File: config.mk
export PLATFORM = sky130hd
export DESIGN_NAME = servo_gripper_sequencer_top
export DESIGN_NICKNAME = d
export VERILOG_FILES = /design/src/design/sgs_pkg.sv /design/src/design/sgs_duty.sv /design/src/design/servo_gripper_sequencer_top.sv
export SDC_FILE = /design/constraint.sdc
export NUM_CORES = 2
export LEC_CHECK = 0
export BUFFER_PORTS_ARGS = -buffer_cell sky130_fd_sc_hd__buf_2
export CAP_MARGIN = 20
export CORE_UTILIZATION = 50
export CTS_BUF_LIST = sky130_fd_sc_hd__clkbuf_8
export CTS_CLUSTER_SIZE = 12
export DETAILED_ROUTE_END_ITERATION = 12
export GPL_TIMING_DRIVEN = 1
export PLACE_DENSITY = 0.67
export REMOVE_ABC_BUFFERS = 1
export SYNTH_ARGS = -nofsm -noshare
export SYNTH_HDL_FRONTEND = slang
export SYNTH_HIERARCHICAL = 1
export SYNTH_SLANG_ARGS = --single-unit
export TNS_END_PERCENT = 20
File: constraint.sdc
create_clock -name clk -period 12.3 [get_ports clk]
set_input_delay 2.46 -clock clk [delete_from_list [all_inputs] [get_ports clk]]
set_output_delay 2.46 -clock clk [all_outputs]
set_load 0.01 [all_outputs]
File: src/design/sgs_pkg.sv
// ----------------------------------------------------------------------------
// sgs_pkg: shared types and constants of the servo gripper sequencer
// Field widths, opcodes, register indexes, reset values and the
// constants of the duty scaling.
// ----------------------------------------------------------------------------
package sgs_pkg;

  localparam int PWM_FREQ_HZ_DEF = 50;
  localparam int PWM_BITS_DEF    = 14;

  localparam int OP_W    = 2;
  localparam int TIME_W  = 32;
  localparam int MV_W    = 12;
  localparam int PULSE_W = 12;
  localparam int STEP_W  = 10;
  localparam int PER_W   = 16;
  localparam int STATE_W = 3;
  localparam int DUTY_W  = 16;

  localparam int CFG_ADDR_W = 3;
  localparam int CFG_DATA_W = 32;
  localparam int IN_DATA_W  = 48;
  localparam int OUT_DATA_W = 48;
  localparam int OUT_PAD_W  = OUT_DATA_W - MV_W - DUTY_W - PULSE_W - STATE_W;

  // Duty scaling: floor(p * F * FULL / 1e6) = floor((x >> 6) / 15625).
  localparam int  K_W         = 25;
  localparam int  X_W         = PULSE_W + K_W;
  localparam int  PRE_SHIFT   = 6;
  localparam int  Y_W         = 30;
  localparam int  RECIP_SHIFT = 44;
  localparam int  RECIP_W     = 31;
  localparam int  MUL2_W      = Y_W + RECIP_W;
  localparam longint unsigned ODD_DIV = 15625;
  localparam longint unsigned RECIP   =
    ((64'd1 << RECIP_SHIFT) + ODD_DIV - 64'd1) / ODD_DIV;

  typedef enum logic [OP_W-1:0] {
    OP_TICK  = 2'd0,
    OP_OPEN  = 2'd1,
    OP_CLOSE = 2'd2,
    OP_STOP  = 2'd3
  } op_t;

  localparam logic [CFG_ADDR_W-1:0] REG_OPEN_PULSE   = 3'd0;
  localparam logic [CFG_ADDR_W-1:0] REG_CLOSED_PULSE = 3'd1;
  localparam logic [CFG_ADDR_W-1:0] REG_STEP         = 3'd2;
  localparam logic [CFG_ADDR_W-1:0] REG_PERIOD       = 3'd3;
  localparam logic [CFG_ADDR_W-1:0] REG_TIMEOUT      = 3'd4;
  localparam logic [CFG_ADDR_W-1:0] REG_CONTACT      = 3'd5;
  localparam logic [CFG_ADDR_W-1:0] REG_MIN_PULSE    = 3'd6;
  localparam logic [CFG_ADDR_W-1:0] REG_MAX_PULSE    = 3'd7;

  localparam logic [PULSE_W-1:0] OPEN_PULSE_RST   = 12'd2000;
  localparam logic [PULSE_W-1:0] CLOSED_PULSE_RST = 12'd1000;
  localparam logic [STEP_W-1:0]  STEP_RST         = 10'd10;
  localparam logic [PER_W-1:0]   PERIOD_RST       = 16'd20;
  localparam logic [TIME_W-1:0]  TIMEOUT_RST      = 32'd5000;
  localparam logic [MV_W-1:0]    CONTACT_RST      = 12'd1000;
  localparam logic [PULSE_W-1:0] MIN_PULSE_RST    = 12'd500;
  localparam logic [PULSE_W-1:0] MAX_PULSE_RST    = 12'd2500;

  typedef struct packed {
    logic [PULSE_W-1:0] min_pulse;
    logic [PULSE_W-1:0] max_pulse;
  } clamp_t;

endpackage

File: src/design/sgs_duty.sv
// ----------------------------------------------------------------------------
// sgs_duty: PWM duty computation
// Clamps the pulse width, scales it to a compare value and saturates.
// Two register stages, both advanced by one enable.
// ----------------------------------------------------------------------------
module sgs_duty
  import sgs_pkg::*;
#(
  parameter int PWM_FREQ_HZ = PWM_FREQ_HZ_DEF,
  parameter int PWM_BITS    = PWM_BITS_DEF
) (
  input  logic               clk,
  input  logic               en,
  input  logic [PULSE_W-1:0] pulse,
  input  clamp_t             clamp,
  output logic [DUTY_W-1:0]  duty
);

  localparam longint unsigned FULL  = (64'd1 << PWM_BITS) - 64'd1;
  localparam longint unsigned K_VAL = FULL * PWM_FREQ_HZ;
  localparam longint unsigned SAT_Y = (FULL + 64'd1) * ODD_DIV;

  logic [PULSE_W-1:0] cp;
  logic [X_W-1:0]     x_nxt;
  logic [X_W-1:0]     x_r;
  logic [X_W-1:0]     y;
  logic               sat_nxt;
  logic               sat_r;
  logic [MUL2_W-1:0]  prod_nxt;
  logic [MUL2_W-1:0]  prod_r;

  always_comb begin
    cp = pulse;
    if (cp > clamp.max_pulse) begin
      cp = clamp.max_pulse;
    end
    if (cp < clamp.min_pulse) begin
      cp = clamp.min_pulse;
    end
    x_nxt = X_W'(cp) * X_W'(K_VAL);
  end

  always_comb begin
    y        = x_r >> PRE_SHIFT;
    sat_nxt  = (y >= X_W'(SAT_Y));
    prod_nxt = MUL2_W'(y[Y_W-1:0]) * MUL2_W'(RECIP);
  end

  always_comb begin
    if (sat_r) begin
      duty = DUTY_W'(FULL);
    end else begin
      duty = prod_r[RECIP_SHIFT +: DUTY_W];
    end
  end

  always_ff @(posedge clk) begin
    if (en) begin
      x_r    <= x_nxt;
      sat_r  <= sat_nxt;
      prod_r <= prod_nxt;
    end
  end

endmodule

File: src/design/servo_gripper_sequencer_top.sv
// ----------------------------------------------------------------------------
// servo_gripper_sequencer_top: servo gripper motion sequencer
// Applies tick, open, close and stop requests to the gripper state and
// returns one result per request with state, pulse width and PWM duty.
// ----------------------------------------------------------------------------
// Usage: each request on the in_ channel carries an opcode, a millisecond
// timestamp and a force sample. The gripper state is updated in the cycle
// the request is accepted, so one request can be accepted every cycle
// while the output is not stalled. Each request yields exactly one result
// on the out_ channel, in order. The duty value goes through a clamp, a
// multiply and a reciprocal division stage. Throughput is one request per
// cycle; the pipeline of four result registers holds while out_tvalid is
// high and out_tready is low, and in_tready then stays low. The user
// must write registers on the cfg_ port only while no request is in
// flight; the block does not enforce this. Reset returns all registers
// to their default values, empties the pipeline and sets the gripper to
// stopped with the pulse width at 2000 us. A fault stays until reset.
// ----------------------------------------------------------------------------
module servo_gripper_sequencer_top
  import sgs_pkg::*;
#(
  parameter int PWM_FREQ_HZ = PWM_FREQ_HZ_DEF,
  parameter int PWM_BITS    = PWM_BITS_DEF
) (
  input  logic                  clk,
  input  logic                  rst_n,
  input  logic                  cfg_we,
  input  logic [CFG_ADDR_W-1:0] cfg_addr,
  input  logic [CFG_DATA_W-1:0] cfg_wdata,
  input  logic                  in_tvalid,
  output logic                  in_tready,
  // now_ms[31:0], force_sample_mv[43:32], zero fill
  input  logic [IN_DATA_W-1:0]  in_tdata,
  // opcode[1:0]
  input  logic [OP_W-1:0]       in_tuser,
  output logic                  out_tvalid,
  input  logic                  out_tready,
  // grip_state[2:0], pulse_us[14:3], duty[30:15], force_mv[42:31], zero fill
  output logic [OUT_DATA_W-1:0] out_tdata,
  // duty_write[0]
  output logic                  out_tuser
);

  typedef enum logic [STATE_W-1:0] {
    ST_STOPPED = 3'd0,
    ST_OPENING = 3'd1,
    ST_CLOSING = 3'd2,
    ST_OPEN    = 3'd3,
    ST_CLOSED  = 3'd4,
    ST_CONTACT = 3'd5,
    ST_FAULT   = 3'd6
  } mode_t;

  typedef struct packed {
    logic [STATE_W-1:0] grip_state;
    logic [PULSE_W-1:0] pulse;
    logic               wrote;
    logic [MV_W-1:0]    force_mv;
  } res_t;

  logic [PULSE_W-1:0] open_pulse_r;
  logic [PULSE_W-1:0] closed_pulse_r;
  logic [STEP_W-1:0]  step_r;
  logic [PER_W-1:0]   period_r;
  logic [TIME_W-1:0]  timeout_r;
  logic [MV_W-1:0]    contact_r;
  clamp_t             clamp_r;

  mode_t              mode_r, mode_nxt;
  logic [PULSE_W-1:0] pulse_r, pulse_nxt;
  logic [TIME_W-1:0]  start_r, start_nxt;
  logic [TIME_W-1:0]  last_r, last_nxt;
  logic [MV_W-1:0]    force_r, force_nxt;
  logic               wrote_nxt;

  op_t                op;
  logic [TIME_W-1:0]  now;
  logic [MV_W-1:0]    sample;
  logic [TIME_W-1:0]  elapsed;
  logic [TIME_W-1:0]  since_step;
  logic [PULSE_W:0]   up_sum;
  logic [PULSE_W:0]   down_diff;

  logic               advance;
  logic               accept;
  logic               s1_valid_r, s2_valid_r, s3_valid_r, out_valid_r;
  res_t               s1_r, s2_r, s3_r;
  res_t               out_res_r;
  logic [DUTY_W-1:0]  duty_calc;
  logic [DUTY_W-1:0]  out_duty_r;

  assign advance   = !out_valid_r || out_tready;
  assign in_tready = advance;
  assign accept    = in_tvalid && advance;

  assign op     = op_t'(in_tuser);
  assign now    = in_tdata[TIME_W-1:0];
  assign sample = in_tdata[TIME_W +: MV_W];

  always_ff @(posedge clk) begin
    if (!rst_n) begin
      open_pulse_r      <= OPEN_PULSE_RST;
      closed_pulse_r    <= CLOSED_PULSE_RST;
      step_r            <= STEP_RST;
      period_r          <= PERIOD_RST;
      timeout_r         <= TIMEOUT_RST;
      contact_r         <= CONTACT_RST;
      clamp_r.min_pulse <= MIN_PULSE_RST;
      clamp_r.max_pulse <= MAX_PULSE_RST;
    end else if (cfg_we) begin
      unique case (cfg_addr)
        REG_OPEN_PULSE:   open_pulse_r      <= cfg_wdata[PULSE_W-1:0];
        REG_CLOSED_PULSE: closed_pulse_r    <= cfg_wdata[PULSE_W-1:0];
        REG_STEP:         step_r            <= cfg_wdata[STEP_W-1:0];
        REG_PERIOD:       period_r          <= cfg_wdata[PER_W-1:0];
        REG_TIMEOUT:      timeout_r         <= cfg_wdata[TIME_W-1:0];
        REG_CONTACT:      contact_r         <= cfg_wdata[MV_W-1:0];
        REG_MIN_PULSE:    clamp_r.min_pulse <= cfg_wdata[PULSE_W-1:0];
        REG_MAX_PULSE:    clamp_r.max_pulse <= cfg_wdata[PULSE_W-1:0];
        default: ;
      endcase
    end
  end

  always_comb begin
    mode_nxt   = mode_r;
    pulse_nxt  = pulse_r;
    start_nxt  = start_r;
    last_nxt   = last_r;
    force_nxt  = force_r;
    wrote_nxt  = 1'b0;
    elapsed    = now - start_r;
    since_step = now - last_r;
    up_sum     = {1'b0, pulse_r} + (PULSE_W+1)'(step_r);
    down_diff  = {1'b0, pulse_r} - (PULSE_W+1)'(step_r);
    unique case (op) inside
      OP_OPEN, OP_CLOSE: begin
        if (mode_r != ST_FAULT) begin
          mode_nxt  = (op == OP_OPEN) ? ST_OPENING : ST_CLOSING;
          start_nxt = now;
          last_nxt  = '0;
        end
      end
      OP_STOP: begin
        if (mode_r != ST_FAULT) begin
          mode_nxt = ST_STOPPED;
        end
      end
      default: begin
        force_nxt = sample;
        if (mode_r == ST_OPENING || mode_r == ST_CLOSING) begin
          if (elapsed > timeout_r) begin
            mode_nxt = ST_FAULT;
          end else if (since_step >= TIME_W'(period_r)) begin
            last_nxt = now;
            if (mode_r == ST_CLOSING && sample >= contact_r) begin
              mode_nxt = ST_CONTACT;
            end else if (mode_r == ST_OPENING) begin
              wrote_nxt = 1'b1;
              if (up_sum < {1'b0, open_pulse_r}) begin
                pulse_nxt = up_sum[PULSE_W-1:0];
              end else begin
                pulse_nxt = open_pulse_r;
                mode_nxt  = ST_OPEN;
              end
            end else begin
              wrote_nxt = 1'b1;
              if ($signed(down_diff) > $signed({1'b0, closed_pulse_r})) begin
                pulse_nxt = down_diff[PULSE_W-1:0];
              end else begin
                pulse_nxt = closed_pulse_r;
                mode_nxt  = ST_CLOSED;
              end
            end
          end
        end
      end
    endcase
  end

  always_ff @(posedge clk) begin
    if (!rst_n) begin
      mode_r  <= ST_STOPPED;
      pulse_r <= OPEN_PULSE_RST;
      start_r <= '0;
      last_r  <= '0;
      force_r <= '0;
    end else if (accept) begin
      mode_r  <= mode_nxt;
      pulse_r <= pulse_nxt;
      start_r <= start_nxt;
      last_r  <= last_nxt;
      force_r <= force_nxt;
    end
  end

  always_ff @(posedge clk) begin
    if (!rst_n) begin
      s1_valid_r  <= 1'b0;
      s2_valid_r  <= 1'b0;
      s3_valid_r  <= 1'b0;
      out_valid_r <= 1'b0;
    end else if (advance) begin
      s1_valid_r  <= accept;
      s2_valid_r  <= s1_valid_r;
      s3_valid_r  <= s2_valid_r;
      out_valid_r <= s3_valid_r;
    end
  end

  always_ff @(posedge clk) begin
    if (advance) begin
      s1_r       <= '{grip_state: mode_nxt, pulse: pulse_nxt, wrote: wrote_nxt,
                      force_mv: force_nxt};
      s2_r       <= s1_r;
      s3_r       <= s2_r;
      out_res_r  <= s3_r;
      out_duty_r <= s3_r.wrote ? duty_calc : '0;
    end
  end

  sgs_duty #(
    .PWM_FREQ_HZ (PWM_FREQ_HZ),
    .PWM_BITS    (PWM_BITS)
  ) u_duty (
    .clk   (clk),
    .en    (advance),
    .pulse (s1_r.pulse),
    .clamp (clamp_r),
    .duty  (duty_calc)
  );

  assign out_tvalid = out_valid_r;
  assign out_tuser  = out_res_r.wrote;
  assign out_tdata  = {{OUT_PAD_W{1'b0}}, out_res_r.force_mv, out_duty_r,
                       out_res_r.pulse, out_res_r.grip_state};

endmodule
---- After elaboration in Yosys (flattened, before gate mapping) ----
Cells that the tools add are included.
Widths: inputs -> output; s select.
word-level totals
  bits in registers ....................... 428
  logic and storage cells ................. 119
operators by class
  add/subtract/negate cells ............... 4
  multiply operators ...................... 2
  order comparisons ....................... 8
  equal/unequal tests ..................... 15
  mux-type cells .......................... 29
  bitwise logic cells ..................... 3
  reductions and logical operators ........ 21
operator list
  kind                    count
  $mux 12                 11
  $mux 32                 4
  $pmux 32 s2             1
  $sub 32x32->32          2
  $mul 26x31->57 const B  1
  $ge 32x16->1            1
  $gt 32x32->1            1
  $mul 12x19->31 const B  1
  $ge 26x28->1 const B    1
  $mux 3                  9
  $reduce_and 2->1        8
  $mux 14                 1
  $add 12x10->13          1
  $gt 13x13->1            1
  $lt 13x12->1            1
  $sub 12x10->13          1
  $eq 3x3->1 const B      4
  $ge 12x12->1            1
  $gt 12x12->1            1
  $lt 12x12->1            1
  $eq 3x2->1 const B      3
  $eq 3x1->1 const B      2
  $pmux 3 s2              1
  $reduce_and 6->1        1
  other kinds (17)        23

---- Logic depth before layout (Yosys ltp) ----
  depth after elaboration ................. 9
  gate-level depth with buffers ........... 39
  mapped depth without buffers ............ 37

---- Hierarchy ----
Netlist, hierarchy kept.
modules (own cells, without submodules)
  module                       instances  cells each  area each (µm²)
  servo_gripper_sequencer_top  1          2171        19135.9
  sgs_duty                     1          1860        18198.7

---- Worst setup path before layout ----
No wires, ideal clock.
  path kind ............................... register -> register
  from .................................... reg s1_r[22] (netlist bit)
  to ...................................... reg u_duty.x_r[30] (data pin)
  library setup time ...................... 0.271 ns
  arrival ................................. 8.906 ns
  required time ........................... 12.029 ns
  slack ................................... 3.123 ns
  stages on the path, launching flop included .. 36
  period minus slack after synthesis ...... 9.177 ns
  cell sequence ........................... edfxtp_1 ha_1 a21o_1 a21o_1 a21oi_1 o211a_1 clkbuf_1 nor3_1 or2_2 ha_1 a21o_1 a21o_1 a221o_1 clkbuf_1 a21oi_1 o31ai_1 a211oi_1 fa_1 inv_1 fa_1 xor2_1 ha_1 or2_2 fa_1 inv_1 fa_1 inv_1 ha_1 a21o_1 o21a_1 a311o_1 a21oi_1 a21o_1 a31oi_1 mux2i_1 o2111ai_1
between the ends
  longest elaborated chain between the ends .. 5
RTL lines
  what                      line                                source
  start: declaration        servo_gripper_sequencer_top.sv:87   res_t s1_r, s2_r, s3_r;
  start signal: assignment  servo_gripper_sequencer_top.sv:213  s1_r <= '{grip_state: mode_nxt, pulse: pulse_nxt, wrote: wrote_nxt,
  $gt 12x12->1              sgs_duty.sv:34                      if (cp > clamp.max_pulse) begin
  $mux 12 *                 sgs_duty.sv:34
  $lt 12x12->1              sgs_duty.sv:37                      if (cp < clamp.min_pulse) begin
  $mux 12 *                 sgs_duty.sv:37
  $mul 12x19->31 *          sgs_duty.sv:40                      x_nxt = X_W'(cp) * X_W'(K_VAL);
  net u_duty.x_nxt[30]      sgs_duty.sv:24                      logic [X_W-1:0] x_nxt;
  end signal: assignment    sgs_duty.sv:59                      x_r <= x_nxt;
  end: declaration          sgs_duty.sv:25                      logic [X_W-1:0] x_r;
The timed path passes the listed nets; every way through them passes the cells marked *.
A chain may end at the register's enable or synchronous reset.

---- Worst setup path after layout ----
  from .................................... reg s1_r[22] (netlist bit)
  to ...................................... reg u_duty.x_r[31] (data pin)
Same word-level chain as after synthesis.

==> out/results.txt <==
Status -> complete, no violations
Post-layout util -> 0.548
EDFF count, synth -> 167
Largest net degree at the start of global routing -> 103
Total CTS buffers -> 68
Hpwl dp -> 74800 µm
Clock sink count -> 380
Distinct cell type count after synthesis -> 91
Critical path arrival -> 11.14 ns
Yosys warning count -> 6
CP Capture Type -> register
Dpl ws -> 1.82 ns
Syn Inst Count -> 4031
Tcrit/Tclk final -> 0.870
Most frequent cells in the layout -> 746 x inv_1, 541 x ha_1, 483 x nand2_1, 339 x fa_1, 287 x a21oi_1
Clk slew on worst S/H paths -> 0.06 ns
Crit path max fanout -> 14
Boundary pin count -> 141
Post-synthesis sequential area ratio -> 0.249
Fin Setup TNS -> 0 ns
Synth Register Bits -> 380
Fin. Hold Viols -> 0
TritonCTS clock tree -> done
Final Max Slew Viols -> 0
Commonest non-fill, non-tap cell in the layout -> inv_1
Number of buffers added on ports -> 131
Worst Path Required -> 12.73 ns
Post-CTS sizing -> 0
Nets@finish -> 5101
Slew @ Worst Pin -> 0.994 ns
Fin worst setup slack -> 1.59 ns
Share of synthesized registers carrying an async set or reset -> 0
Vias in the first global route -> 28000
Final min period -> 10.71 ns
Hold WS -> 0.411 ns
Rows -> 99
Crit path from -> s1_r[22]$_DFFE_PN_
Register-to-Register Path Depth -> 33
Clock latency on the worst-skew pair -> 0.69 ns
First-pass GRT wire length -> 149000 µm
Antenna violations before repair -> 6
CP startpoint kind -> register
DR WL/cell -> 18.1 µm
Gr usage total -> 0.253
Final WL -> 93400 µm
Die ar. -> 75800 µm²
GRT overflow -> 0
Starting Density -> 0.508
Postcts setup bufs -> 0
Final GP Congestion -> 0.959
Vias per cell -> 5.48
Chip height -> 275 µm
Pre-Repair DR Iteration Count -> 5
RR Startpoint -> s1_r[22]$_DFFE_PN_
Worst min-delay path startpoint -> s3_r[7]$_DFFE_PN_
Synthesized cell area -> 37300 µm²
Detailed-route via count -> 28200
Clk_skew -> 0.0589 ns
Slowest CP cell -> fa_1
Remaining DRCs -> 0
# H-tree levels -> 3
Hold buffers post-CTS -> 0
Critical path class -> register to register
Largest stage delay, worst path -> 0.80 ns
MaxCap Viol Count -> 0
Fmax -> 0.0934 GHz
Number of setup violations in the final report -> 0
Drt first-iter violations -> 1696
Clk buf depth -> 3
CTS Root Cell -> clkbuf_8
Share of layout cells above drive strength 1 -> 0.0753
DIE WIDTH -> 275 µm
Area grow syn2layout -> 7.88%
Ys flop type -> dfxtp_1
Max transition margin -> 0.335
RSZ-0062 raised after global routing -> no
HP Class -> register to register
Average size of a mapped cell -> 9.26 µm²
Core footprint -> 73500 µm²
Post-DRT Antenna Nets -> 0
Hold path depth -> 0
## routing by layer
| layer | vias up | track usage | part of all wire |
|---|---|---|---|
| li1 | 13800 | - | - |
| met1 | 13500 | 0.337 | 0.45 |
| met2 | 686 | 0.418 | 0.46 |
| met3 | 149 | 0.0461 | 0.056 |
| met4 | 2 | 0.0757 | 0.026 |
| met5 | - | 0 | 0.000086 |
## state kept, by name, indices dropped and copies added (netlist names), 3 cells and up
name            cells
out_tdata          27
s1_r               28
u_duty/x_r         26
start_r            32
timeout_r          32
clamp_r            24
force_r            12
open_pulse_r       12
pulse_r            12
s3_r               28
u_duty/prod_r      13
mode_r              3
last_r             32
step_r             10
contact_r          12
out_duty_r         16
period_r           16
closed_pulse_r     12
s2_r               28
## cells in the mapped netlist, drive strengths merged (27+ instances only)
master  number  area share
clkbuf     105       0.011
xor2        34      0.0080
nand2      483       0.049
a21oi      290       0.039
and2        28      0.0047
o21ai      109       0.015
nor3        42      0.0061
ha         541        0.18
a21o        91       0.018
nor2b       27      0.0045
mux2i       45       0.012
a31oi       38      0.0064
edfxtp     167        0.13
nor2       130       0.013
o21a        37      0.0074
dfxtp      213        0.11
nand3       71      0.0095
nand4       47      0.0079
fa         339        0.18
o211ai      55       0.011
xnor2       58       0.014
inv        726       0.073
a211oi      35      0.0072
## logic make-up after synthesis
logic type	Yosys count	synth area share
mux	67	0.0190
flops	380	0.249
xor+xnor	92	0.0216
simple gates	945	0.117
buf+inv	851	0.0875
fa+ha+maj	880	0.363
compound gates	814	0.143
other cells	2	0.000201
## worst max-delay path, delay by kind of cell, from the launching register on
kind                       cells  cell delay [ns]
adders and majority gates      8             3.51
and+or+nand+nor                5             1.20
xor gates and xnor gates       2             0.35
AOI/OAI and AO/OA             15             4.63
DFF                            1             0.52
buffers and inverters          3             0.24
## worst paths after layout
path	to	slack, ns
worst min register to register	out_tdata[38]$_DFFE_PN_	0.41
worst min-delay path	out_tdata[38]$_DFFE_PN_	0.41
worst max register to register	u_duty/x_r[31]$_DFFE_PP_	1.59
worst max-delay path	u_duty/x_r[31]$_DFFE_PP_	1.59
## cell type report
cell class	instances	area, µm²
Timing Repair Buffer	149	807
Inverter	726	2730
Tap cell	959	1200
Antenna cell	4	10.0
Sequential cell	380	9280
Fill cell	6731	33200
Clock inverter	43	338
Multi-Input combinational cell	2806	24800
Clock buffer	78	1070
## metrics by stage
step	area, µm²	cells
6_report	40300	5145
5_1_grt	40300	5144
4_1_cts	40200	5140
3_5_place_dp	38800	5019
3_3_place_gp	38800	5018
2_1_floorplan	36800	3912
Power is left out: the tool's default activity adds up to more than one toggle a clock period on the data nets, which glitch-free logic cannot reach.
